$ cat src/sv/gbl_pkg.sv
`timescale 1ns / 1ps
// ----------------------------------------------------------------------------
// gbl_pkg: shared definitions for the RGB 3x3 Gaussian blur
// Frame limits, counter widths, register indexes, channel lanes, the kernel
// weights and the structs that pass between the blur modules.
// ----------------------------------------------------------------------------
package gbl_pkg;

  // Frame limits and the counter widths that follow from them.
  localparam int MAX_WIDTH  = 2048;
  localparam int MAX_HEIGHT = 4096;
  localparam int COL_W      = $clog2(MAX_WIDTH);       // column index, 0..MAX_WIDTH-1
  localparam int WID_W      = $clog2(MAX_WIDTH + 1);   // a width value, up to MAX_WIDTH
  localparam int HGT_W      = $clog2(MAX_HEIGHT + 1);  // a height value, up to MAX_HEIGHT
  localparam int ROW_W      = $clog2(MAX_HEIGHT + 2);  // row counter, up to height + 1

  // Configuration port.
  localparam int CFG_IDX_W    = 8;
  localparam int CFG_DATA_W   = 16;
  localparam int CFG_WIDTH_W  = 12;
  localparam int CFG_HEIGHT_W = 13;

  localparam logic [CFG_IDX_W-1:0] REG_IMAGE_WIDTH  = 8'd0;
  localparam logic [CFG_IDX_W-1:0] REG_IMAGE_HEIGHT = 8'd1;

  localparam logic [CFG_WIDTH_W-1:0]  WIDTH_RESET  = 12'd2048;
  localparam logic [CFG_HEIGHT_W-1:0] HEIGHT_RESET = 13'd4096;

  // Color lanes.
  localparam int NUM_CH   = 3;
  localparam int CH_RED   = 2;
  localparam int CH_GREEN = 1;
  localparam int CH_BLUE  = 0;

  // A weighted sum of nine 8-bit samples with total weight 16 fits 12 bits.
  localparam int SUM_W = 12;

  // Output queue.
  localparam int FIFO_DEPTH = 8;
  localparam int FIFO_PTR_W = $clog2(FIFO_DEPTH);
  localparam int FIFO_CNT_W = $clog2(FIFO_DEPTH + 1);

  typedef struct packed {
    logic [7:0] red;
    logic [7:0] green;
    logic [7:0] blue;
  } rgb_t;

  // Sides of the 3x3 neighborhood that fall outside the frame.
  typedef struct packed {
    logic top_out;
    logic bot_out;
    logic left_out;
    logic right_out;
  } flags_t;

  // One line buffer entry: the pixel of the row above and of two rows above.
  typedef struct packed {
    rgb_t above;
    rgb_t two_above;
  } lb_entry_t;

  // Decisions made when an item is accepted, carried into the line buffer.
  typedef struct packed {
    logic             shift;
    logic             emit;
    logic             edge_sel;
    logic [COL_W-1:0] idx;
    rgb_t             sample;
    flags_t           flags;
    logic             frame_end;
  } lb_req_t;

  // One color of the neighborhood, [row][column], column 0 on the left.
  typedef logic [2:0][2:0][7:0] chan_win_t;

  typedef struct packed {
    flags_t                       flags;
    logic                         frame_end;
    chan_win_t [NUM_CH-1:0]       win;
  } tap_t;

  typedef struct packed {
    rgb_t px;
    logic frame_end;
  } out_beat_t;

  // Kernel weights 1 2 1 / 2 4 2 / 1 2 1.
  function automatic logic [2:0] gauss_wt(input int row, input int col);
    logic [2:0] wt;
    if (row == 1 && col == 1) begin
      wt = 3'd4;
    end else if (row == 1 || col == 1) begin
      wt = 3'd2;
    end else begin
      wt = 3'd1;
    end
    return wt;
  endfunction

endpackage

$ cat src/sv/gbl_lane.sv
`timescale 1ns / 1ps
// ----------------------------------------------------------------------------
// gbl_lane: blur of one color channel
// Replaces outside neighbors by the center sample, forms the weighted sum
// and registers it divided by 16.
// ----------------------------------------------------------------------------
module gbl_lane
  import gbl_pkg::*;
(
  input  logic       clk,
  input  chan_win_t  win,
  input  flags_t     flags,
  output logic [7:0] result
);

  logic [SUM_W-1:0] acc;

  always_comb begin
    logic [7:0] centre;
    logic [7:0] px;
    logic       outside;
    centre = win[1][1];
    acc    = '0;
    for (int i = 0; i < 3; i++) begin
      for (int j = 0; j < 3; j++) begin
        outside = (i == 0 && flags.top_out) || (i == 2 && flags.bot_out) ||
                  (j == 0 && flags.left_out) || (j == 2 && flags.right_out);
        px  = outside ? centre : win[i][j];
        acc = acc + SUM_W'(gauss_wt(i, j)) * SUM_W'(px);
      end
    end
  end

  always_ff @(posedge clk) begin
    result <= acc[SUM_W-1:4];
  end

endmodule

$ cat config.mk
export PLATFORM = sky130hd
export DESIGN_NAME = gbl_lane
export DESIGN_NICKNAME = d
export VERILOG_FILES = /design/src/sv/gbl_pkg.sv /design/src/sv/gbl_lane.sv
export SDC_FILE = /design/constraint.sdc
export NUM_CORES = 1
export LEC_CHECK = 0
export BUFFER_PORTS_ARGS = -buffer_cell sky130_fd_sc_hd__buf_4
export CORE_MARGIN = 2
export CORE_UTILIZATION = 50
export DETAILED_ROUTE_END_ITERATION = 7
export PLACE_DENSITY = 0.83
export SLEW_MARGIN = 20
export SYNTH_ARGS = -nofsm -noshare
export SYNTH_HDL_FRONTEND = slang
export SYNTH_SLANG_ARGS = --single-unit
$ cat constraint.sdc
create_clock -name clk -period 6.5 [get_ports clk]
set_clock_uncertainty 0.1 [all_clocks]
set_input_delay 0.65 -clock clk [delete_from_list [all_inputs] [get_ports clk]]
set_output_delay 0.65 -clock clk [all_outputs]
set_load 0.005 [all_outputs]
==> impl_metrics.csv, run 1 <==
group,metric,value,unit
timing,layout_min_cycle_time,4.98,ns
worst_hold_path,worstHoldPathType,"in -> reg",
clocking,cts_buffers,3,
global_route,grtUsageTotal,23.5,%
yosys,yosysUniqueCellTypes,31,
final_layout,num_antenna_cells,0,
yosys,synth_seq_cells,8,
yosys,synth_cells,243,
power_and_ir_drop,leakage,1.61,nW
final_layout,syn_to_final_growth,28.4,%
setup_path,start_kind,"input port",
power_and_ir_drop,power.sequential.fraction,7.2,%
timing,finalMaxSlewViolations,0,
placement,portBuffers,84,
timing,setup_slack,1.52,ns
clocking,root_buffer,"clkbuf_8",
yosys,avgSynthCellArea,10.6,µm²
drt,ant_nets,0,
drt,wl_per_cell,15.6,µm
setup_path,crit_fanout,11,
clocking,cts-resized-gates,0,
worst_hold_path,hold_depth,6,
power_and_ir_drop,p_comb_share,89.0,%
final_layout,regMostFlops,"result",
clocking,cts_setup_buffers,0,
floorplan,core_area,5040,µm²
drt,drc,0,
setup_path,worstPathArrival,4.99,ns
drt,first_pass_iters,4,
floorplan,die_width,75.9,µm
placement,preCtsSetupSlack,1.24,ns
placement,place_congestion,0.878,
final_layout,final_common_cell,"buf_4",
clocking,clock_path_buffers,2,
timing,tightest_slew,0.519,ns
clocking,clkSinkCount,8,
power_and_ir_drop,switching_power,0.737,mW
power_and_ir_drop,p_per_area,451,nW/µm²
setup_path,path_class,"in -> reg",
timing,maxSlewHeadroom,65.4,%
timing,hold_viol,0,
drt,vias_per_cell,5.20,
floorplan,ioPinCount,85,
yosys,syn_area,2590,µm²
run_status,status,"complete, no violations",
timing,finalSetupViolations,0,
timing,timing.fmax,0.201,GHz
final_layout,final_util,65.9,%
clocking,cts.clk_slew.worst_paths,0.04,ns
power_and_ir_drop,p_clk_share,3.8,%
clocking,cts_htree_levels,1,
final_layout,largestRegisters,"result (8)",
final_layout,fill_cells,405,
drt,wirelength,6.17,mm
timing,fin_crit_sh,76.6,%
timing,whs,1.12,ns
placement,dpl.hpwl,5.41,mm
timing,rsz0062_at_grt,"false",
flow_run,maxCapViolations,0,
global_route,grt.overflow.total,0,
global_route,first_global_vias,2380,
final_layout,drive_gt1_share,43.6,%
global_route,grt_max_degree,12,
setup_path,worstPathRequired,6.51,ns
yosys,syn_nets,385,
power_and_ir_drop,p_int,0.760,mW
global_route,grt_pass1_wl,10.9,mm
clocking,holdBufCountCts,0,
final_layout,ff_latch_area,160,µm²
power_and_ir_drop,switching_share,49.2,%
clocking,cts_tree,"yes",
timing,fin_tns_setup,0,ns
power_and_ir_drop,peakVddDrop,0.000471,V
drt,num_vias,2061,
yosys,ys_seq_area_share,6.19,%
floorplan,fp.dieArea,5760,µm²
final_layout,largest_reg_flops,8,
final_layout,multiInputGateArea,2190,µm²
final_layout,nNetsFinal,470,
global_route,antenna_found_initial,0,
floorplan,row_count,26,
drt,drtIter0Drc,60,
floorplan,start_util,51.3,%
final_layout,final_cell_mix,"buf_4, inv_1, fa_1",
yosys,ys_warn_count,0,
floorplan,die_y,75.9,µm
setup_path,endpoint_kind,"register",
[synth_stat cells]
library cell | number | share of area [%]
o311ai_1 | 1 | 0.34
nand4b_1 | 1 | 0.34
a2111oi_0 | 1 | 0.34
and2_1 | 1 | 0.24
dfxtp_1 | 8 | 6.2
o311ai_0 | 1 | 0.34
nor2_2 | 4 | 0.97
nand2b_1 | 1 | 0.24
nand4_1 | 2 | 0.48
o21ai_0 | 1 | 0.19
and3_1 | 1 | 0.24
inv_1 | 57 | 8.3
o41a_1 | 1 | 0.44
mux2i_1 | 15 | 5.8
nand3_1 | 3 | 0.58
nor2b_1 | 1 | 0.24
nor3_1 | 4 | 0.77
o211ai_1 | 1 | 0.29
nor2_1 | 2 | 0.29
ha_1 | 13 | 6.3
a31oi_1 | 2 | 0.48
nand2_1 | 3 | 0.44
nor4_1 | 1 | 0.24
a21oi_1 | 7 | 1.4
xnor2_1 | 2 | 0.68
mux2_2 | 50 | 22
xor2_1 | 2 | 0.68
or2_2 | 1 | 0.24
buf_2 | 2 | 0.39
buf_4 | 2 | 0.58
fa_1 | 52 | 40
[per-layer routing]
metal / vias up / global-route usage [%] / part of all wire [%]
met4: 0 / 4.00 / 0.99
met5: - / 0 / 0
met1: 1021 / 26.6 / 38
li1: 963 / - / -
met3: 8 / 4.64 / 5.2
met2: 69 / 46.0 / 55
[stage by stage]
| step | area, µm² | total power, mW | instances |
|---|---|---|---|
| after global routing | 3320 | 1.73 | 396 |
| after global placement | 3280 | 1.41 | 393 |
| after CTS | 3320 | 1.53 | 396 |
| final | 3320 | 1.50 | 396 |
| after floorplan | 2590 | 1.15 | 243 |
| after detailed placement | 3280 | 1.46 | 393 |
[cell type report]
class	instances	share of cell area (%)
clock buffers	3	1.24
repair buffers	84	19.0
well taps	70	2.64
flip-flops and latches	8	4.82
inverters	57	6.44
multi-input cells	174	65.9
[path summary, 6_finish.rpt]
kind / from / slack (ns) / end
hold / removal: win[8] / 1.12 / result[0]
setup / recovery: flags[1] / 1.52 / result[7]
[logic make-up after synthesis]
family                     after synthesis  synth area share, %
adders and majority gates               65                 46.5
AOI/OAI and AO/OA                       15                 3.77
xor gates and xnor gates                 4                 1.35
and+or+nand+nor                         25                 5.32
muxes                                   65                 27.6
buffers and inverters                   61                 9.24
DFF                                      8                 6.19
[worst max-delay path, stage by stage]
cell	delay, ns
buf_4	0.17
nor2_2	0.43
mux2_2	0.41
fa_1	0.48
fa_1	0.50
fa_1	0.50
inv_1	0.06
fa_1	0.53
inv_1	0.07
fa_1	0.45
a21oi_1	0.23
o211ai_1	0.16
o311ai_0	0.35
[power by group through the flow]
stage / Clock, mW / Combinational [mW] / Sequential [mW]
floorplan: 0 / 1.04 / 0.111
global placement: 0 / 1.30 / 0.109
detailed placement: 0 / 1.35 / 0.108
CTS: 0.0602 / 1.36 / 0.108
global route: 0.0637 / 1.55 / 0.111
finish: 0.0575 / 1.33 / 0.108
(Power assumes the default switching activity.)
==> inputs of run 2 (changes only) <==
--- a/config.mk
+++ b/config.mk
@@ -7,7 +7,7 @@
 export LEC_CHECK = 0
 export BUFFER_PORTS_ARGS = -buffer_cell sky130_fd_sc_hd__buf_4
 export CORE_MARGIN = 2
-export CORE_UTILIZATION = 50
+export CORE_UTILIZATION = 48
 export DETAILED_ROUTE_END_ITERATION = 7
 export PLACE_DENSITY = 0.83
 export SLEW_MARGIN = 20
==> constraint.sdc (replaced) <==
create_clock -name clk -period 4.2 [get_ports clk]
set_clock_uncertainty 0.1 [all_clocks]
set_input_delay 0.42 -clock clk [delete_from_list [all_inputs] [get_ports clk]]
set_output_delay 0.42 -clock clk [all_outputs]
set_load 0.005 [all_outputs]
==> impl_metrics.csv, run 2 (synthesized netlist as in run 1, its figures left out) <==
group,metric,value,unit
run_status,status,"finished with violations",
run_status,violations,"setup timing",
clocking,cts_htree_levels,1,
final_layout,final_common_cell,"buf_4",
drt,vias_per_cell,5.03,
final_layout,fill_cells,354,
setup_path,path_class,"in -> reg",
floorplan,ioPinCount,85,
timing,hold_viol,0,
drt,first_pass_iters,4,
power_and_ir_drop,peakVddDrop,0.000728,V
placement,place_congestion,0.834,
setup_path,worstPathArrival,4.23,ns
timing,setup_slack,-0.0294,ns
timing,timing.fmax,0.236,GHz
global_route,grt.overflow.total,0,
final_layout,num_antenna_cells,0,
global_route,grt_pass1_wl,11.4,mm
final_layout,fin_cells,442,
drt,ant_nets,0,
power_and_ir_drop,total_power,3.12,mW
worst_hold_path,hold_start,"win[8]",
timing,tightest_slew,0.526,ns
setup_path,worstPathRequired,4.20,ns
floorplan,core_area,5140,µm²
placement,portBuffers,84,
drt,drc,0,
setup_path,endpoint_kind,"register",
clocking,cts_tree,"yes",
drt,wl_per_cell,15.3,µm
placement,dpl.hpwl,5.56,mm
clocking,cts_buffers,3,
final_layout,regMostFlops,"result",
timing,finalSetupViolations,4,
clocking,cts.clk_slew.worst_paths,0.04,ns
setup_path,crit_fanout,5,
setup_path,start_kind,"input port",
drt,drtIter0Drc,23,
placement,dp_cells,429,
global_route,grtUsageTotal,23.9,%
floorplan,die_y,77.4,µm
drt,num_vias,2222,
setup_path,crit_start,"flags[1]",
clocking,holdBufCountCts,0,
final_layout,drive_gt1_share,55.6,%
timing,layout_min_cycle_time,4.23,ns
final_layout,final_cell_mix,"buf_4, inv_1, fa_1",
setup_path,crit_chain,"buf_12 > nor2_4 > buf_6 > mux2_4 > fa_1 > fa_1 > fa_1 > inv_1 > fa_1 > inv_2 > ha_4 > nand2_2 > o41a_1 > a31oi_1 > o311ai_1",
clocking,root_buffer,"clkbuf_8",
timing,rsz0062_at_grt,"true",
final_layout,syn_to_final_growth,50.9,%
power_and_ir_drop,leakage,1.90,nW
clocking,clkSinkCount,8,
timing,maxSlewHeadroom,64.0,%
final_layout,largestRegisters,"result (8)",
global_route,first_global_vias,2549,
final_layout,largest_reg_flops,8,
setup_path,slowest_stage,"fa_1",
final_layout,final_util,75.9,%
final_layout,nNetsFinal,516,
global_route,grt_max_degree,10,
floorplan,fp.dieArea,5990,µm²
timing,fin_tns_setup,-0.0718,ns
floorplan,row_count,26,
timing,fin_crit_sh,101,%
global_route,antenna_found_initial,0,
floorplan,die_width,77.4,µm
timing,finalMaxSlewViolations,0,
clocking,clock_path_buffers,2,
drt,wirelength,6.76,mm
floorplan,start_util,50.3,%
setup_path,cp_common_cell,"fa_1",
worst_hold_path,worstHoldPathType,"in -> reg",
power_and_ir_drop,p_per_area,800,nW/µm²
setup_path,cpPeakStageDelay,0.55,ns
flow_run,maxCapViolations,0,
## run 2: changes by cell type in the layout (fill, tap and decap cells not counted), sizes merged
cell / previous run / this run
buf: 84 / 130
## run 2: what timing repair did
action,4_1_cts,5_1_grt
setup buffers,8,2
setup endpoints to repair,6,6
gates resized for setup,8,18
pin swaps,22,10
## run 2: worst paths after layout
check,to,cells past startpoint
worst min-delay path,result[0],6
worst max-delay path,result[6],15
## run 2: where the power goes
group	total (mW)	switching, mW	internal [mW]
registers	0.166	0.0109	0.155
logic	2.87	1.36	1.51
clock network	0.0890	0.0272	0.0618
total	3.12	1.40	1.72
## run 2: critical path: cells and delay by family
family / cells / cell delay (ns)
and+or+nand+nor: 2 / 0.27
AOI/OAI and AO/OA: 3 / 0.67
buffers and inverters: 4 / 0.35
adders and majority gates: 5 / 2.24
muxes: 1 / 0.29
## run 2: final cells by class
| cell class | count | area [µm²] | area share, % |
|---|---|---|---|
| multi-input cells | 174 | 2330 | 59.6 |
| well taps | 70 | 87.6 | 2.24 |
| clock buffers | 3 | 41.3 | 1.06 |
| flip-flops and latches | 8 | 160 | 4.10 |
| repair buffers | 130 | 1070 | 27.5 |
| inverters | 57 | 214 | 5.48 |
## run 2: stage by stage
stage | hold WS (ns) | worst slack, ns | cell area (µm²)
after floorplan | 0.604 | -0.191 | 2700
after global placement | 0.705 | -0.313 | 3660
after detailed placement | 0.705 | -0.466 | 3660
after CTS | 0.883 | 0.00619 | 3830
after global routing | 0.928 | -0.185 | 3900
final | 0.881 | -0.0294 | 3900
## run 2: routing by layer
| layer | up-vias | track usage [%] | wire length [µm] |
|---|---|---|---|
| li1 | 1052 | - | - |
| met1 | 1109 | 26.5 | 2500 |
| met2 | 57 | 49.2 | 3970 |
| met3 | 4 | 3.49 | 225 |
| met4 | 0 | 1.43 | 61 |
| met5 | - | 0 | 0 |
==> inputs of run 3 (changes only) <==
--- a/config.mk
+++ b/config.mk
@@ -6,8 +6,10 @@
 export NUM_CORES = 1
 export LEC_CHECK = 0
 export BUFFER_PORTS_ARGS = -buffer_cell sky130_fd_sc_hd__buf_4
-export CORE_MARGIN = 2
-export CORE_UTILIZATION = 48
+export CELL_PAD_IN_SITES_DETAIL_PLACEMENT = 0
+export CELL_PAD_IN_SITES_GLOBAL_PLACEMENT = 1
+export CORE_MARGIN = 4
+export CORE_UTILIZATION = 36
 export DETAILED_ROUTE_END_ITERATION = 7
 export PLACE_DENSITY = 0.83
 export SLEW_MARGIN = 20
==> impl_metrics.csv, run 3 (synthesized netlist as in run 1, its figures left out) <==
group,metric,value,unit
run_status,status,"finished with violations",
run_status,violations,"setup timing",
setup_path,endpoint_kind,"register",
global_route,grt_max_degree,10,
power_and_ir_drop,leakage,1.94,nW
power_and_ir_drop,total_power,3.47,mW
final_layout,drive_gt1_share,58.6,%
worst_hold_path,hold_depth,6,
placement,preCtsSetupSlack,-0.453,ns
timing,tightest_slew,0.433,ns
global_route,grtUsageMet2,30.1,%
global_route,grt.busiest_layer,"met2",
final_layout,num_antenna_cells,0,
placement,place_congestion,0.853,
timing,fin_tns_setup,-0.0273,ns
setup_path,cp.buffers_inverters,4,
power_and_ir_drop,peakVddDrop,0.000588,V
clocking,holdBufCountCts,0,
setup_path,worstPathRequired,4.18,ns
timing,maxSlewHeadroom,71.1,%
final_layout,final_common_cell,"buf_4",
setup_path,path_class,"in -> reg",
power_and_ir_drop,p_per_area,860,nW/µm²
setup_path,start_kind,"input port",
timing,layout_min_cycle_time,4.23,ns
drt,wl_per_cell,14.0,µm
placement,dpl.hpwl,5.78,mm
final_layout,syn_to_final_growth,55.9,%
placement,portBuffers,84,
floorplan,row_count,30,
final_layout,nNetsFinal,521,
setup_path,crit_family,"adder cells",
drt,drc,0,
timing,hold_viol,0,
final_layout,fill_cells,604,
worst_hold_path,hold_end,"result[0]",
worst_hold_path,worstHoldPathType,"in -> reg",
setup_path,crit_fanout,5,
clocking,clock_path_buffers,2,
floorplan,die_y,92.8,µm
global_route,grtUsageMet1,20.1,%
global_route,grt.overflow.total,0,
drt,vias_per_cell,4.65,
setup_path,cp_common_cell,"fa_2",
floorplan,core_area,6870,µm²
global_route,first_global_vias,2491,
drt,first_pass_iters,4,
floorplan,ioPinCount,85,
timing,finalMaxSlewViolations,0,
clocking,cts.clk_slew.worst_paths,0.04,ns
global_route,antenna_found_initial,0,
timing,fin_crit_sh,101,%
final_layout,largestRegisters,"result (8)",
global_route,grt_pass1_wl,11.2,mm
clocking,cts_buffers,3,
floorplan,start_util,37.7,%
drt,ant_nets,0,
floorplan,die_width,92.8,µm
final_layout,final_cell_mix,"buf_4, inv_1, fa_1",
setup_path,worstPathArrival,4.21,ns
drt,drtIter0Drc,15,
clocking,cts_htree_levels,1,
drt,num_vias,2200,
final_layout,regMostFlops,"result",
clocking,cts_tree,"yes",
global_route,grtUsageMet3,2.76,%
floorplan,fp.dieArea,8600,µm²
timing,timing.fmax,0.237,GHz
setup_path,cpPeakStageDelay,0.59,ns
worst_hold_path,hold_start,"win[8]",
timing,finalSetupViolations,2,
setup_path,crit_chain,"buf_4 > nor2_4 > buf_6 > mux2_2 > fa_1 > fa_2 > inv_2 > fa_2 > fa_1 > nor3_2 > fa_2 > a21oi_4 > o211ai_1 > buf_4 > nand4_1 > o311ai_2",
drt,wirelength,6.61,mm
clocking,clkSinkCount,8,
clocking,root_buffer,"clkbuf_8",
final_layout,final_util,58.7,%
flow_run,maxCapViolations,0,
timing,setup_slack,-0.0263,ns
timing,rsz0062_at_grt,"true",
global_route,grtUsageTotal,16.0,%
final_layout,largest_reg_flops,8,
setup_path,slowest_stage,"fa_2",
-- run 3: cell types whose count changed in the layout (fill, tap and decap cells not counted), sizes merged --
| cell | change |
|---|---|
| buf | +5 |
-- run 3: how the worst max path moves through the flow --
stage                      to  depth (start not counted)      from
global route        result[6]                         15  flags[3]
detailed placement  result[7]                         15  flags[3]
finish              result[7]                         16  flags[0]
floorplan           result[6]                         14  flags[3]
CTS                 result[7]                         15  flags[0]
global placement    result[6]                         14  flags[3]
-- run 3: metal layers --
metal | wire length, µm | part of all wire [%]
met1 | 2600 | 39
met2 | 3640 | 55
met3 | 374 | 5.7
met4 | 0 | 0
met5 | 0 | 0
-- run 3: repair_timing --
item	in CTS	in global routing
gates resized for setup	24	20
pin swaps	27	14
setup buffers	11	2
endpoints found under the setup margin	6	6
hold endpoints to repair	0	0
-- run 3: worst min-delay path, cell delays in order --
cell and delay [ns]:
buf_4 0.07, mux2_2 0.13, ha_1 0.11, a21oi_1 0.09, nor3_2 0.15, fa_2 0.22
-- run 3: power breakdown --
part           leakage, nW  internal [mW]  switching [mW]
logic                 1.85           1.73            1.48
clock network       0.0216         0.0618          0.0269
registers           0.0675          0.155          0.0105
total                 1.94           1.95            1.52
-- run 3: metrics by stage --
| stage | hold WS [ns] | instance area [µm²] | std cells |
|---|---|---|---|
| after global routing | 0.958 | 4030 | 473 |
| after CTS | 0.937 | 3920 | 471 |
| after detailed placement | 0.704 | 3690 | 457 |
| after floorplan | 0.604 | 2700 | 243 |
| final | 0.910 | 4030 | 473 |
| after global placement | 0.704 | 3690 | 457 |
-- run 3: final cells by class --
class	count	area, µm²	area share, %
flip-flops and latches	8	160	3.97
clock buffers	3	41.3	1.02
repair buffers	135	1100	27.2
multi-input cells	174	2400	59.5
inverters	57	214	5.31
well taps	96	120	2.98
