**config.mk**
```make
export PLATFORM = sky130hd
export DESIGN_NAME = gbl_merge_flat
export DESIGN_NICKNAME = d
export VERILOG_FILES = /design/src/sv/gbl_pkg.sv /design/src/sv/gbl_ifs.sv /design/src/sv/gbl_merge.sv /design/src/flat_wrapper.sv
export SDC_FILE = /design/constraint.sdc
export NUM_CORES = 1
export LEC_CHECK = 0
export ABC_AREA = 1
export BUFFER_PORTS_ARGS = -buffer_cell sky130_fd_sc_hd__buf_2
export CORE_MARGIN = 4
export CORE_UTILIZATION = 50
export DETAILED_ROUTE_END_ITERATION = 7
export MAX_ROUTING_LAYER = met4
export PLACE_DENSITY_LB_ADDON = 0.1
export SYNTH_ARGS = -nofsm -noshare
export SYNTH_HDL_FRONTEND = slang
export SYNTH_SLANG_ARGS = --single-unit
```
**constraint.sdc**
```tcl
create_clock -name clk -period 3.7 [get_ports clk]
set_clock_uncertainty 0.1 [all_clocks]
set_input_delay 0.37 -clock clk [delete_from_list [all_inputs] [get_ports clk]]
set_output_delay 0.37 -clock clk [all_outputs]
set_load 0.01 [all_outputs]
```
**src/sv/gbl_pkg.sv**
```systemverilog
`timescale 1ns / 1ps
// ----------------------------------------------------------------------------
// gbl_pkg: shared definitions for the RGB 3x3 Gaussian blur
// Frame limits, counter widths, register indexes, channel lanes, the kernel
// weights and the structs that pass between the blur modules.
// ----------------------------------------------------------------------------
package gbl_pkg;

  // Frame limits and the counter widths that follow from them.
  localparam int MAX_WIDTH  = 2048;
  localparam int MAX_HEIGHT = 4096;
  localparam int COL_W      = $clog2(MAX_WIDTH);       // column index, 0..MAX_WIDTH-1
  localparam int WID_W      = $clog2(MAX_WIDTH + 1);   // a width value, up to MAX_WIDTH
  localparam int HGT_W      = $clog2(MAX_HEIGHT + 1);  // a height value, up to MAX_HEIGHT
  localparam int ROW_W      = $clog2(MAX_HEIGHT + 2);  // row counter, up to height + 1

  // Configuration port.
  localparam int CFG_IDX_W    = 8;
  localparam int CFG_DATA_W   = 16;
  localparam int CFG_WIDTH_W  = 12;
  localparam int CFG_HEIGHT_W = 13;

  localparam logic [CFG_IDX_W-1:0] REG_IMAGE_WIDTH  = 8'd0;
  localparam logic [CFG_IDX_W-1:0] REG_IMAGE_HEIGHT = 8'd1;

  localparam logic [CFG_WIDTH_W-1:0]  WIDTH_RESET  = 12'd2048;
  localparam logic [CFG_HEIGHT_W-1:0] HEIGHT_RESET = 13'd4096;

  // Color lanes.
  localparam int NUM_CH   = 3;
  localparam int CH_RED   = 2;
  localparam int CH_GREEN = 1;
  localparam int CH_BLUE  = 0;

  // A weighted sum of nine 8-bit samples with total weight 16 fits 12 bits.
  localparam int SUM_W = 12;

  // Output queue.
  localparam int FIFO_DEPTH = 8;
  localparam int FIFO_PTR_W = $clog2(FIFO_DEPTH);
  localparam int FIFO_CNT_W = $clog2(FIFO_DEPTH + 1);

  typedef struct packed {
    logic [7:0] red;
    logic [7:0] green;
    logic [7:0] blue;
  } rgb_t;

  // Sides of the 3x3 neighborhood that fall outside the frame.
  typedef struct packed {
    logic top_out;
    logic bot_out;
    logic left_out;
    logic right_out;
  } flags_t;

  // One line buffer entry: the pixel of the row above and of two rows above.
  typedef struct packed {
    rgb_t above;
    rgb_t two_above;
  } lb_entry_t;

  // Decisions made when an item is accepted, carried into the line buffer.
  typedef struct packed {
    logic             shift;
    logic             emit;
    logic             edge_sel;
    logic [COL_W-1:0] idx;
    rgb_t             sample;
    flags_t           flags;
    logic             frame_end;
  } lb_req_t;

  // One color of the neighborhood, [row][column], column 0 on the left.
  typedef logic [2:0][2:0][7:0] chan_win_t;

  typedef struct packed {
    flags_t                       flags;
    logic                         frame_end;
    chan_win_t [NUM_CH-1:0]       win;
  } tap_t;

  typedef struct packed {
    rgb_t px;
    logic frame_end;
  } out_beat_t;

  // Kernel weights 1 2 1 / 2 4 2 / 1 2 1.
  function automatic logic [2:0] gauss_wt(input int row, input int col);
    logic [2:0] wt;
    if (row == 1 && col == 1) begin
      wt = 3'd4;
    end else if (row == 1 || col == 1) begin
      wt = 3'd2;
    end else begin
      wt = 3'd1;
    end
    return wt;
  endfunction

endpackage

```
**src/sv/gbl_ifs.sv**
```systemverilog


interface gbl_pix_out_if;
  logic       valid;
  logic       ready;
  logic [7:0] out_red;
  logic [7:0] out_green;
  logic [7:0] out_blue;
  logic       frame_end;

  modport source (output valid, output out_red, output out_green, output out_blue,
                  output frame_end, input ready);
  modport sink   (input valid, input out_red, input out_green, input out_blue,
                  input frame_end, output ready);
endinterface


```
**src/sv/gbl_merge.sv**
```systemverilog
`timescale 1ns / 1ps
// ----------------------------------------------------------------------------
// gbl_merge: lane merge and output queue
// Joins the three lane results and the frame end flag into one beat and
// queues it for the output channel.
// ----------------------------------------------------------------------------
module gbl_merge
  import gbl_pkg::*;
(
  input  logic                      clk,
  input  logic                      rst,
  input  logic                      push,
  input  logic [NUM_CH-1:0][7:0]    chan_res,
  input  logic                      frame_end,
  gbl_pix_out_if.source             pix_out,
  output logic [FIFO_CNT_W-1:0]     fifo_count
);

  out_beat_t                 queue [FIFO_DEPTH];
  out_beat_t                 beat_in;
  logic [FIFO_PTR_W-1:0]     wr_ptr;
  logic [FIFO_PTR_W-1:0]     rd_ptr;
  logic                      pop;

  assign beat_in.px.red    = chan_res[CH_RED];
  assign beat_in.px.green  = chan_res[CH_GREEN];
  assign beat_in.px.blue   = chan_res[CH_BLUE];
  assign beat_in.frame_end = frame_end;

  assign pop = pix_out.valid && pix_out.ready;

  always_ff @(posedge clk) begin
    if (push) begin
      queue[wr_ptr] <= beat_in;
    end
  end

  always_ff @(posedge clk) begin
    if (rst) begin
      wr_ptr     <= '0;
      rd_ptr     <= '0;
      fifo_count <= '0;
    end else begin
      if (push) begin
        wr_ptr <= wr_ptr + FIFO_PTR_W'(1);
      end
      if (pop) begin
        rd_ptr <= rd_ptr + FIFO_PTR_W'(1);
      end
      unique case ({push, pop})
        2'b10:   fifo_count <= fifo_count + FIFO_CNT_W'(1);
        2'b01:   fifo_count <= fifo_count - FIFO_CNT_W'(1);
        default: fifo_count <= fifo_count;
      endcase
    end
  end

  assign pix_out.valid     = fifo_count != '0;
  assign pix_out.out_red   = queue[rd_ptr].px.red;
  assign pix_out.out_green = queue[rd_ptr].px.green;
  assign pix_out.out_blue  = queue[rd_ptr].px.blue;
  assign pix_out.frame_end = queue[rd_ptr].frame_end;

endmodule

```
**src/flat_wrapper.sv**
```systemverilog
// flat-port wrapper written by rule: the top's interface ports become plain ports
module gbl_merge_flat import gbl_pkg::*;
  (clk, rst, push, chan_res, frame_end, fifo_count, pix_out_valid, pix_out_out_red, pix_out_out_green, pix_out_out_blue, pix_out_frame_end, pix_out_ready);
  gbl_pix_out_if pix_out_i ();
  input  logic clk;
  input  logic rst;
  input  logic push;
  input  logic [NUM_CH-1:0][7:0] chan_res;
  input  logic frame_end;
  output logic [FIFO_CNT_W-1:0] fifo_count;
  output wire logic [$bits(pix_out_i.valid)-1:0] pix_out_valid;
  output wire logic [$bits(pix_out_i.out_red)-1:0] pix_out_out_red;
  output wire logic [$bits(pix_out_i.out_green)-1:0] pix_out_out_green;
  output wire logic [$bits(pix_out_i.out_blue)-1:0] pix_out_out_blue;
  output wire logic [$bits(pix_out_i.frame_end)-1:0] pix_out_frame_end;
  input wire logic [$bits(pix_out_i.ready)-1:0] pix_out_ready;
  assign pix_out_valid = pix_out_i.valid;
  assign pix_out_out_red = pix_out_i.out_red;
  assign pix_out_out_green = pix_out_i.out_green;
  assign pix_out_out_blue = pix_out_i.out_blue;
  assign pix_out_frame_end = pix_out_i.frame_end;
  assign pix_out_i.ready = pix_out_ready;
  gbl_merge u_core (.clk(clk), .rst(rst), .push(push), .chan_res(chan_res), .frame_end(frame_end), .pix_out(pix_out_i), .fifo_count(fifo_count));
endmodule
```
==> impl_summary.txt, run 1 <==
----------------------------------------------------
[Layout]
  Final cell count without fillers ... 947
  Number of diodes added for antenna fixing ... 0
  Final design utilization ... 0.5776
  Fraction of final layout cells sized beyond drive strength 1 ... 0.1568
  Filler cell count ... about 1400
  Final net count ... 745
  Layout Cell Area excl Fill ... 9579 sq um
  P&R area growth vs syn ... 13.54%

[Yosys]
  Number of synthesized register bits ... 213
  Simple-gate area share of the yosys netlist ... 0.09402
  Area fraction in compound gates after synthesis ... 0.08913
  FFs w/ async S/R, synth ... 0
  Post-synthesis cell count ... 651
  Post-Syn Area per Cell ... approximately 13 sq um
  Mux cell area share after synthesis ... 0.02966
  Distinct cells, synth ... 23
  Netlist Area Pre-Place ... 8437 sq um
  Area fraction of the dominant cell type after synthesis ... 0.7118
  Number of enable flip-flop cells after synthesis ... 200
  Post-Synth XOR/XNOR Area ... 0.003114
  Top post-synthesis cells by area ... sky130_fd_sc_hd__edfxtp_1, sky130_fd_sc_hd__o21ai_0, sky130_fd_sc_hd__nor2_1, sky130_fd_sc_hd__nand2_1, sky130_fd_sc_hd__dfxtp_1
  Dominant combinational cell family by area after synthesis ... simple AND/OR/NAND/NOR gates
  Net count after synthesis ... 685
  Count of warnings emitted by yosys ... 0
  Library cell with the highest instance count after synthesis ... sky130_fd_sc_hd__edfxtp_1
  Top cells by instance count after synthesis ... sky130_fd_sc_hd__edfxtp_1, sky130_fd_sc_hd__nor2_1, sky130_fd_sc_hd__nand2_1
  Library cell occupying the most area in the post-synthesis netlist ... sky130_fd_sc_hd__edfxtp_1
  Post-synthesis adder-cell area fraction ... 0.007415
  Most frequently used flop master after synthesis ... sky130_fd_sc_hd__edfxtp_1
  Seq/Total Area, Yosys ... 0.7427

[STA]
  Final hold viol count ... 0
  Worst hold slack ... 0.01461 ns
  Number of endpoints failing setup at the final stage ... 0
  Maximum operating frequency ... 0.3173 GHz
  Final min period ... 3.151 ns
  Accumulated negative setup slack ... 0 ns
  Unrepaired setup endpoints after global routing ... no
  Final Slew Violations ... 0
  Tightest slew margin relative to the limit ... 0.3388
  Actual slew at the worst max-slew pin ... 0.9917 ns
  Crit share post-route ... 0.8517
  Final worst-path setup slack ... 0.5488 ns

[Power]
  IR drop worst, VDD ... 0.3617 mV
  Leakage power ... 3.412 nW
  Power after layout ... roughly 6.3 mW
  PwrDens ... 659.0 nW/um^2

[CTS]
  Clock tree from TritonCTS ... built
  Number of buffers on the longest clock path ... 3
  Number of hold buffers added after cts ... 0
  CTS sink count ... approximately 210
  Clock latency of the later-clocked register in the worst-skew pair ... 0.49 ns
  Post_cts resized ... 0
  Clock-pin slew of the registers on the worst-case setup and hold paths ... 0.06 ns
  Num CTS Buffers ... 22
  Buffers inserted during post-CTS setup optimization ... 0
  Root buffer cell ... sky130_fd_sc_hd__clkbuf_16
  Maximum level of the CTS H-tree ... 1

[Run]
  Max-capacitance violation count ... 0

[Floorplanning]
  Initial standard-cell utilization of the core ... 0.5088
  Area of the die ... about 19000 sq um
  # IOs ... 59
  Die outline width ... 137.9 microns
  FP Rows ... 47
  Std-Cell Core Area ... about 17000 sq um
  Floorplan die height ... between 100 and 150 microns

[Critical path]
  Slowest stage cell, crit path ... sky130_fd_sc_hd__inv_2
  Sort of element at the start of the critical path ... register
  Launch instance of the worst register-to-register path ... u_core.fifo_count[0]
  FF-to-FF End ... u_core.fifo_count[2]
  Critical Path Sink Type ... primary output
  Dominant cell type by count on the critical path ... sky130_fd_sc_hd__nand2_1
  Flop2flop setup slack ... 1.58 ns
  Required arrival time at the worst endpoint ... 3.23 ns
  Count of cells along the worst register-to-register path ... 13
  Arr. time, crit path ... between 2 and 3 ns
  Critical path start-end classification ... register to primary output
  Ordered list of cells on the worst path ... inv_2, buf_4, o21ai_0, o21ai_1, nand2_1, nand2_1, buf_2
  Delay of the slowest cell on the worst path ... 0.62 ns
  Maximum fanout along the worst path ... 42

[Worst hold path]
  Capture endpoint of the worst hold path ... u_core.wr_ptr[0]
  Cells on Worst Hold Path ... 2
  Worst Hold Class ... primary input to register
  Hold Crit Start ... rst

[Drt]
  Starting DRC count in detailed routing ... 396
  Number of search-and-repair iterations in the first detailed-routing pass ... 4
  Antenna viol nets, final ... 0
  Vias per cell ... 5.418
  Post-Route WL ... about 17 mm
  Via count ... 5131
  WL/cell ... 18.40 microns
  DRC ... 0

[Global route]
  Vias in the first global route ... 5119
  Antenna violations before repair ... 0
  First-pass GRT wire length ... 27.43 mm
  Total global routing track utilization ... 0.1943
  Overall overflow remaining after global route ... 0
  Largest net degree at the start of global routing ... 101

[Placement]
  Cell Count Post-Placement ... 907
  Post-placement worst setup slack ... 1.050 ns
  Total half-perimeter wirelength after legalization and detailed placement ... 9.394 mm
  Placed cell areas ... around 8900 sq um
  Count of input and output buffers ... 58
  Weighted congestion reported at the end of routability-driven placement ... about 0.8

[Outcome]
  Status ... complete, no violations

----------------------------------------------------
worst max path at each step:
stage | cells past startpoint | endpoint | startpoint
finish | 7 | pix_out_out_blue[2] | register
detailed placement | 7 | pix_out_out_blue[1] | register
global route | 8 | pix_out_out_blue[4] | register
global placement | 7 | pix_out_out_blue[1] | register
floorplan | 3 | u_core.queue[0][0] | push
CTS | 7 | pix_out_out_blue[1] | register
cells by family after synthesis:
| kind of cell | count (synthesis) |
|---|---|
| flops | 213 |
| xor+xnor | 3 |
| fa+ha+maj | 5 |
| mux | 25 |
| buf+inv | 52 |
| simple gates | 209 |
| compound gates | 144 |
worst max-delay path, delay by kind of cell (launching register included):
family                 cells  cell delay, ns
and+or+nand+nor            2            0.16
AOI/OAI and AO/OA          2            0.28
DFF                        1            0.46
buffers and inverters      3            1.24
cells in the final DEF, fill, tap and decap left out, drive strengths merged, types with 2 or more instances in the layout:
master / count
inv: 18
clkinv: 11
ha: 5
dfxtp: 13
clkbuf: 27
edfxtp: 200
o22ai: 25
o21ai: 108
nand3: 3
xnor2: 2
buf: 71
mux2i: 25
a21oi: 11
nor2: 112
nand2: 92
state kept, by name (all words and copies together) (netlist names), named ones only:
signal and count:
u_core.wr_ptr 3, u_core.rd_ptr 3, u_core.fifo_count 4, u_core.queue 200
layout make-up:
type | instances | area, sq um | share of cell area
clock buffer | 27 | 590.6 | 0.06165
clock inverter | 13 | 86.33 | 0.009013
inverter | 17 | 63.81 | 0.006661
multi-input combinational | 386 | 1904 | 0.1988
sequential | 213 | 6271 | 0.6546
tap | 220 | 275.3 | 0.02874
timing repair buffer | 71 | 387.9 | 0.04049
power by group:
group / switching (mW) / internal, mW
logic: 0.927 / 0.508
registers: 0.0830 / 2.73
clock network: 0.862 / 1.20
total: 1.87 / 4.44
routing by layer:
layer / global-route usage / routed length (microns) / vias up
met1: 0.2611 / 7823 / 2542
met5: - / 0 / -
met2: 0.3191 / 8567 / 110
li1: - / - / 2460
met3: 0.02758 / 813 / 19
met4: 0.04555 / 221 / 0
No activity file was read; power rests on OpenSTA's default activity.
==> run 2, diff against run 1 <==
Settings changed: PLACE_DENSITY set to 0.64, PLACE_DENSITY_LB_ADDON 0.1 to unset.
==> run 2 against run 1 <==
- first-iteration DRC count down 2.3%
- cell area is 1.2% higher
- critical endpoint is now pix_out_out_blue[0]
- largest power group unchanged
- count of clock-buffer cells in the layout shrank 1
- sequential power is 3% higher
- highest routed layer unchanged
- combinational power decreased by 3%
==> impl_summary.txt, run 2 (synthesis gave the netlist of run 1 again) <==
----------------------------------------------------
[Floorplanning]
  # IOs ... 59
  FP Rows ... 47
  Floorplan die height ... 137.9 microns
  Die outline width ... approximately 140 microns
  Std-Cell Core Area ... 16580 sq um
  Initial standard-cell utilization of the core ... 0.5088
  Area of the die ... 19020 sq um

[STA]
  Unrepaired setup endpoints after global routing ... no
  Crit share post-route ... 0.8785
  Actual slew at the worst max-slew pin ... 0.7490 ns
  Final min period ... 3.250 ns
  Number of endpoints failing setup at the final stage ... 0
  Tightest slew margin relative to the limit ... 0.5006
  Final hold viol count ... 0
  Final Slew Violations ... 0
  Maximum operating frequency ... 0.3076 GHz
  Accumulated negative setup slack ... 0 ns

[Critical path]
  Required arrival time at the worst endpoint ... about 3.2 ns
  FF-to-FF End ... u_core.fifo_count[2]
  Critical path start-end classification ... register to primary output
  Flop2flop setup slack ... 1.55 ns
  Count of cells along the worst register-to-register path ... 13
  Maximum fanout along the worst path ... 62
  Arr. time, crit path ... 2.78 ns
  Sort of element at the start of the critical path ... register
  Launch instance of the worst register-to-register path ... u_core.fifo_count[2]
  Critical Path Sink Type ... primary output

[Outcome]
  Status ... complete, no violations

[Drt]
  Vias per cell ... 5.376
  DRC ... 0
  Number of search-and-repair iterations in the first detailed-routing pass ... 5
  WL/cell ... 17.86 microns
  Starting DRC count in detailed routing ... 387
  Via count ... between 5000 and 6000
  Highest signal layer in the routed design ... met4
  Routed length on met1 ... 7.538 mm
  Post-Route WL ... 16.95 mm
  Metal3 WL ... ~890 microns
  Antenna viol nets, final ... 0
  Detailed route wirelength on metal2 ... 8.245 mm

[Layout]
  Commonest non-fill, non-tap cell in the layout ... sky130_fd_sc_hd__edfxtp_1
  Largest registers in the final layout ... u_core.queue (200), u_core.fifo_count (4)
  Fraction of final layout cells sized beyond drive strength 1 ... 0.1621
  P&R area growth vs syn ... 14.90%
  Max reg flops ... 200
  Most frequent cells in the layout ... sky130_fd_sc_hd__edfxtp_1, sky130_fd_sc_hd__nor2_1, sky130_fd_sc_hd__nand2_1, sky130_fd_sc_hd__o21ai_0, sky130_fd_sc_hd__buf_2
  Final net count ... around 750
  Final design utilization ... 0.5846
  Register containing the most flip-flops in the final layout ... u_core.queue

[Worst hold path]
  Capture endpoint of the worst hold path ... u_core.queue[7][9]
  Hold Crit Start ... chan_res[8]
  Cells on Worst Hold Path ... 1
  Worst Hold Class ... primary input to register

[CTS]
  Clock latency of the later-clocked register in the worst-skew pair ... about 0.5 ns
  Root buffer cell ... sky130_fd_sc_hd__clkbuf_16
  Clock tree from TritonCTS ... built
  Buffers inserted during post-CTS setup optimization ... 0
  Clock-pin slew of the registers on the worst-case setup and hold paths ... 0.06 ns
  Number of buffers on the longest clock path ... 3
  Num CTS Buffers ... 22
  Maximum level of the CTS H-tree ... 1
  CTS sink count ... between 200 and 250

[Power]
  Leakage power ... ~3.4 nW
  Fraction of power consumed by the clock network ... 0.347
  PwrDens ... 674.6 nW/um^2
  Switching share of total power ... 0.2864
  Power share of the combinational group ... 0.211
  IR drop worst, VDD ... 0.3703 mV
  Int Pwr ... 4.667 mW
  Power dissipated by switching net loads ... 1.873 mW
  Flop pwr share ... 0.441

[Global route]
  Largest net degree at the start of global routing ... 63
  Total global routing track utilization ... 0.1878
  First-pass GRT wire length ... 26.90 mm
  Vias in the first global route ... 5138
  Overall overflow remaining after global route ... 0
  Antenna violations before repair ... 1

[Run]
  Max-capacitance violation count ... 0

[Placement]
  Weighted congestion reported at the end of routability-driven placement ... 0.7533
  Count of input and output buffers ... 58
  Total half-perimeter wirelength after legalization and detailed placement ... 9.228 mm

----------------------------------------------------
[run 2: cell types whose count changed in the layout (fill, tap and decap cells not counted), sizes merged]
cell and change:
buf +1, bufinv +3, clkbuf -1, clkinv -5, clkinvlp +3, diode +1
dlygate4sd3 +1, inv -1
[run 2: layout make-up]
type	count	area, sq um
antenna	1	2.502
clock buffer	26	586.8
fill	1309	6889
timing repair buffer	73	417.9
inverter	17	63.81
clock inverter	13	172.7
tap	220	275.3
sequential	213	6271
multi-input combinational	386	1904
[run 2: metal layers]
layer,vias up,GRT usage
met1,2491,0.2467
met2,123,0.3094
met4,0,0.04610
li1,2466,-
met3,22,0.03266
met5,-,-
[run 2: what timing repair did]
action                    4_1_cts  5_1_grt
hold buffers                    1        0
gates resized for setup         0        0
hold endpoints to repair        1        0
[run 2: critical path, cell delays in order (launching register included)]
cell                      delay, ns
sky130_fd_sc_hd__dfxtp_4       0.83
sky130_fd_sc_hd__inv_2         0.43
sky130_fd_sc_hd__buf_4         0.37
sky130_fd_sc_hd__o21ai_0       0.21
sky130_fd_sc_hd__o21ai_1       0.09
sky130_fd_sc_hd__nand2_1       0.06
sky130_fd_sc_hd__nand2_1       0.09
sky130_fd_sc_hd__buf_2         0.15
[run 2: how the worst max path moves through the flow]
stage | from | to | cells past startpoint
after global routing | register | pix_out_out_blue[0] | 7
after global placement | register | pix_out_out_blue[0] | 7
final | register | pix_out_out_blue[0] | 7
after detailed placement | register | pix_out_out_blue[0] | 7
after CTS | register | pix_out_out_blue[0] | 7
after floorplan | push | u_core.queue[0][0] | 3
[run 2: power by group through the flow]
stage               registers (mW)  clock network [mW]  logic (mW)
floorplan                     2.82                   0        1.09
global placement              2.93                   0        1.34
finish                        2.89                2.27        1.38
detailed placement            2.94                   0        1.39
global route                  2.90                2.44        1.57
CTS                           2.89                2.32        1.40
[run 2: stage by stage]
step           instance area, sq um  setup WS [ns]  power, mW  cells  hold WS, ns
2_1_floorplan                  8437          1.360      3.909    651       0.3391
3_3_place_gp                   8922          1.051      4.277    908       0.3616
3_5_place_dp                   8922          1.004      4.328    908       0.3788
4_1_cts                        9692         0.4425      6.606    948      0.02550
5_1_grt                        9694         0.2703      6.918    949      0.03716
6_report                       9694         0.4495      6.540    949      0.03911
==> run 3, diff against run 2 <==
Settings changed: CELL_PAD_IN_SITES_DETAIL_PLACEMENT set to 2, CELL_PAD_IN_SITES_GLOBAL_PLACEMENT set to 2, CORE_UTILIZATION 50 to 45, PLACE_DENSITY 0.64 to 0.8.
==> run 3 against run 2 <==
- via count grew 7.2%
- combinational power grew 14%
- cell area shrank 0.52%
- sequential power shrank 1%
- final cell count grew 1.1%
- core utilization shrank 5.5 points
- worst hold slack lost 0.011 ns
- clock power is essentially flat
- die area grew 10%
- routed wire length grew 46%
- global-route usage grew 5.3 points
- flip-flop and latch count is the same
- critical path type unchanged
- critical endpoint is now pix_out_out_green[6]
- largest cell class unchanged
- largest power group unchanged
- highest routed layer unchanged
==> impl_summary.txt, run 3 (synthesis gave the netlist of run 1 again) <==
----------------------------------------------------
[Drt]
  DRC ... 0
  WL/cell ... ~26 microns
  Via count ... 5470
  Post-Route WL ... between 20 and 25 mm
  Number of search-and-repair iterations in the first detailed-routing pass ... 4
  Antenna viol nets, final ... 0
  Starting DRC count in detailed routing ... approximately 330
  Vias per cell ... 5.704

[Critical path]
  Maximum fanout along the worst path ... 58
  Required arrival time at the worst endpoint ... 3.23 ns
  Critical path start-end classification ... register to primary output
  Dominant cell type by count on the critical path ... sky130_fd_sc_hd__nand2_1
  Critical Path Sink Type ... primary output
  Sort of element at the start of the critical path ... register
  Count of cells along the worst register-to-register path ... 13
  Delay of the slowest cell on the worst path ... 0.79 ns
  Ordered list of cells on the worst path ... inv_2, buf_4, o21ai_0, o21ai_1, nand2_1, nand2_1, buf_2
  Slowest stage cell, crit path ... sky130_fd_sc_hd__dfxtp_4
  Launch instance of the worst register-to-register path ... u_core.fifo_count[2]
  FF-to-FF End ... u_core.fifo_count[2]
  Arr. time, crit path ... between 2 and 3 ns
  Flop2flop setup slack ... about 1.4 ns
  Capturing element of the worst setup path ... pix_out_out_green[6]

[Layout]
  Final cell count without fillers ... ~960
  P&R area growth vs syn ... 14.31%
  Fraction of final layout cells sized beyond drive strength 1 ... 0.1591
  Register containing the most flip-flops in the final layout ... u_core.queue
  Most frequent cells in the layout ... sky130_fd_sc_hd__edfxtp_1, sky130_fd_sc_hd__nor2_1, sky130_fd_sc_hd__nand2_1, sky130_fd_sc_hd__o21ai_0, sky130_fd_sc_hd__buf_2
  Largest registers in the final layout ... u_core.queue (200), u_core.fifo_count (4)
  Max reg flops ... 200
  Layout Cell Area excl Fill ... roughly 9600 sq um
  Final net count ... 747
  Commonest non-fill, non-tap cell in the layout ... sky130_fd_sc_hd__edfxtp_1

[CTS]
  Clock latency of the later-clocked register in the worst-skew pair ... approximately 0.5 ns
  Post_cts resized ... 0
  Maximum level of the CTS H-tree ... 1
  Number of hold buffers added after cts ... 0
  Number of buffers on the longest clock path ... 3
  Clock tree from TritonCTS ... built
  Num CTS Buffers ... 23
  Clock-pin slew of the registers on the worst-case setup and hold paths ... 0.06 ns
  CTS sink count ... 213
  Buffers inserted during post-CTS setup optimization ... 0
  Root buffer cell ... sky130_fd_sc_hd__clkbuf_16

[Placement]
  Placed cell areas ... a little under 9000 sq um
  Cell Count Post-Placement ... 917
  Weighted congestion reported at the end of routability-driven placement ... 0.7476
  Total half-perimeter wirelength after legalization and detailed placement ... approximately 14 mm
  Count of input and output buffers ... 58

[Global route]
  Antenna violations before repair ... 1
  Largest net degree at the start of global routing ... 59
  First-pass GRT wire length ... 38.15 mm
  Vias in the first global route ... 6253
  Overall overflow remaining after global route ... 0
  Total global routing track utilization ... 0.2403

[Floorplanning]
  Initial standard-cell utilization of the core ... 0.4633
  Die outline width ... 144.9 microns
  FP Rows ... 49
  Floorplan die height ... 144.9 microns
  Area of the die ... 21000 sq um
  Std-Cell Core Area ... 18210 sq um
  # IOs ... 59

[Outcome]
  Status ... complete, no violations

[STA]
  Final min period ... 3.411 ns
  Tightest slew margin relative to the limit ... 0.5169
  Number of endpoints failing setup at the final stage ... 0
  Final Slew Violations ... 0
  Accumulated negative setup slack ... 0 ns
  Actual slew at the worst max-slew pin ... between 0.7 and 0.8 ns
  Unrepaired setup endpoints after global routing ... no
  Crit share post-route ... 0.9219
  Final hold viol count ... 0
  Worst hold slack ... between 0.02 and 0.03 ns
  Maximum operating frequency ... 0.2932 GHz

[Worst hold path]
  Worst Hold Class ... primary input to register
  Cells on Worst Hold Path ... 2

[Power]
  Power after layout ... ~6.7 mW
  Leakage power ... 3.436 nW
  PwrDens ... 691.3 nW/um^2
  IR drop worst, VDD ... 0.5367 mV

[Run]
  Max-capacitance violation count ... 0

----------------------------------------------------
run 3: cell count changes in the layout (fill, tap and decap cells not counted), sizes merged:
| cell | delta |
|---|---|
| clkinvlp | -3 |
| clkbuf | +5 |
| clkinv | +2 |
| bufinv | -2 |
| dlygate4sd3 | -1 |
run 3: critical path, delay by kind of cell, from the launching register on:
family / cells / cell delay, ns
DFF: 1 / 0.79
AOI/OAI and AO/OA: 2 / 0.43
and+or+nand+nor: 2 / 0.14
buffers and inverters: 3 / 1.01
run 3: worst min-delay path by stage:
stage	from	slack, ns	endpoint
after floorplan	rst	0.34	u_core.wr_ptr[0]
after global placement	u_core.rd_ptr[0]	0.36	register
after detailed placement	u_core.rd_ptr[2]	0.40	u_core.rd_ptr[2]
after CTS	rst	0.01	u_core.wr_ptr[0]
after global routing	rst	0.03	u_core.wr_ptr[0]
final	rst	0.03	u_core.wr_ptr[0]
run 3: power by group:
part	total (mW)	leakage, nW	internal (mW)	switching [mW]
combinational	1.57	1.16	0.517	1.05
clock	2.25	0.355	1.32	0.926
sequential	2.85	1.92	2.73	0.124
total	6.67	3.44	4.57	2.10
run 3: through the flow:
step           worst slack [ns]  utilization
2_1_floorplan             1.360            -
3_3_place_gp             0.9994       0.4899
3_5_place_dp             0.8641       0.4899
4_1_cts                  0.2447       0.5295
5_1_grt                 0.09818       0.5297
6_report                 0.2890       0.5297
run 3: layout make-up:
class,count,area (sq um)
Sequential cell,213,6271
Fill cell,1693,8564
Inverter,17,63.81
Clock buffer,31,625.6
Clock inverter,10,95.09
Antenna cell,1,2.502
Timing Repair Buffer,72,395.4
Tap cell,229,286.5
Multi-Input combinational cell,386,1904
run 3: metal layers:
metal | global-route usage | wire (microns) | share of wire | vias up
met3 | 0.02838 | 822 | 0.033 | 31
met5 | - | 0 | 0 | -
met4 | 0.04181 | 376 | 0.015 | 0
li1 | - | - | - | 2465
met2 | 0.4371 | 13500 | 0.55 | 94
met1 | 0.2945 | 10070 | 0.41 | 2880
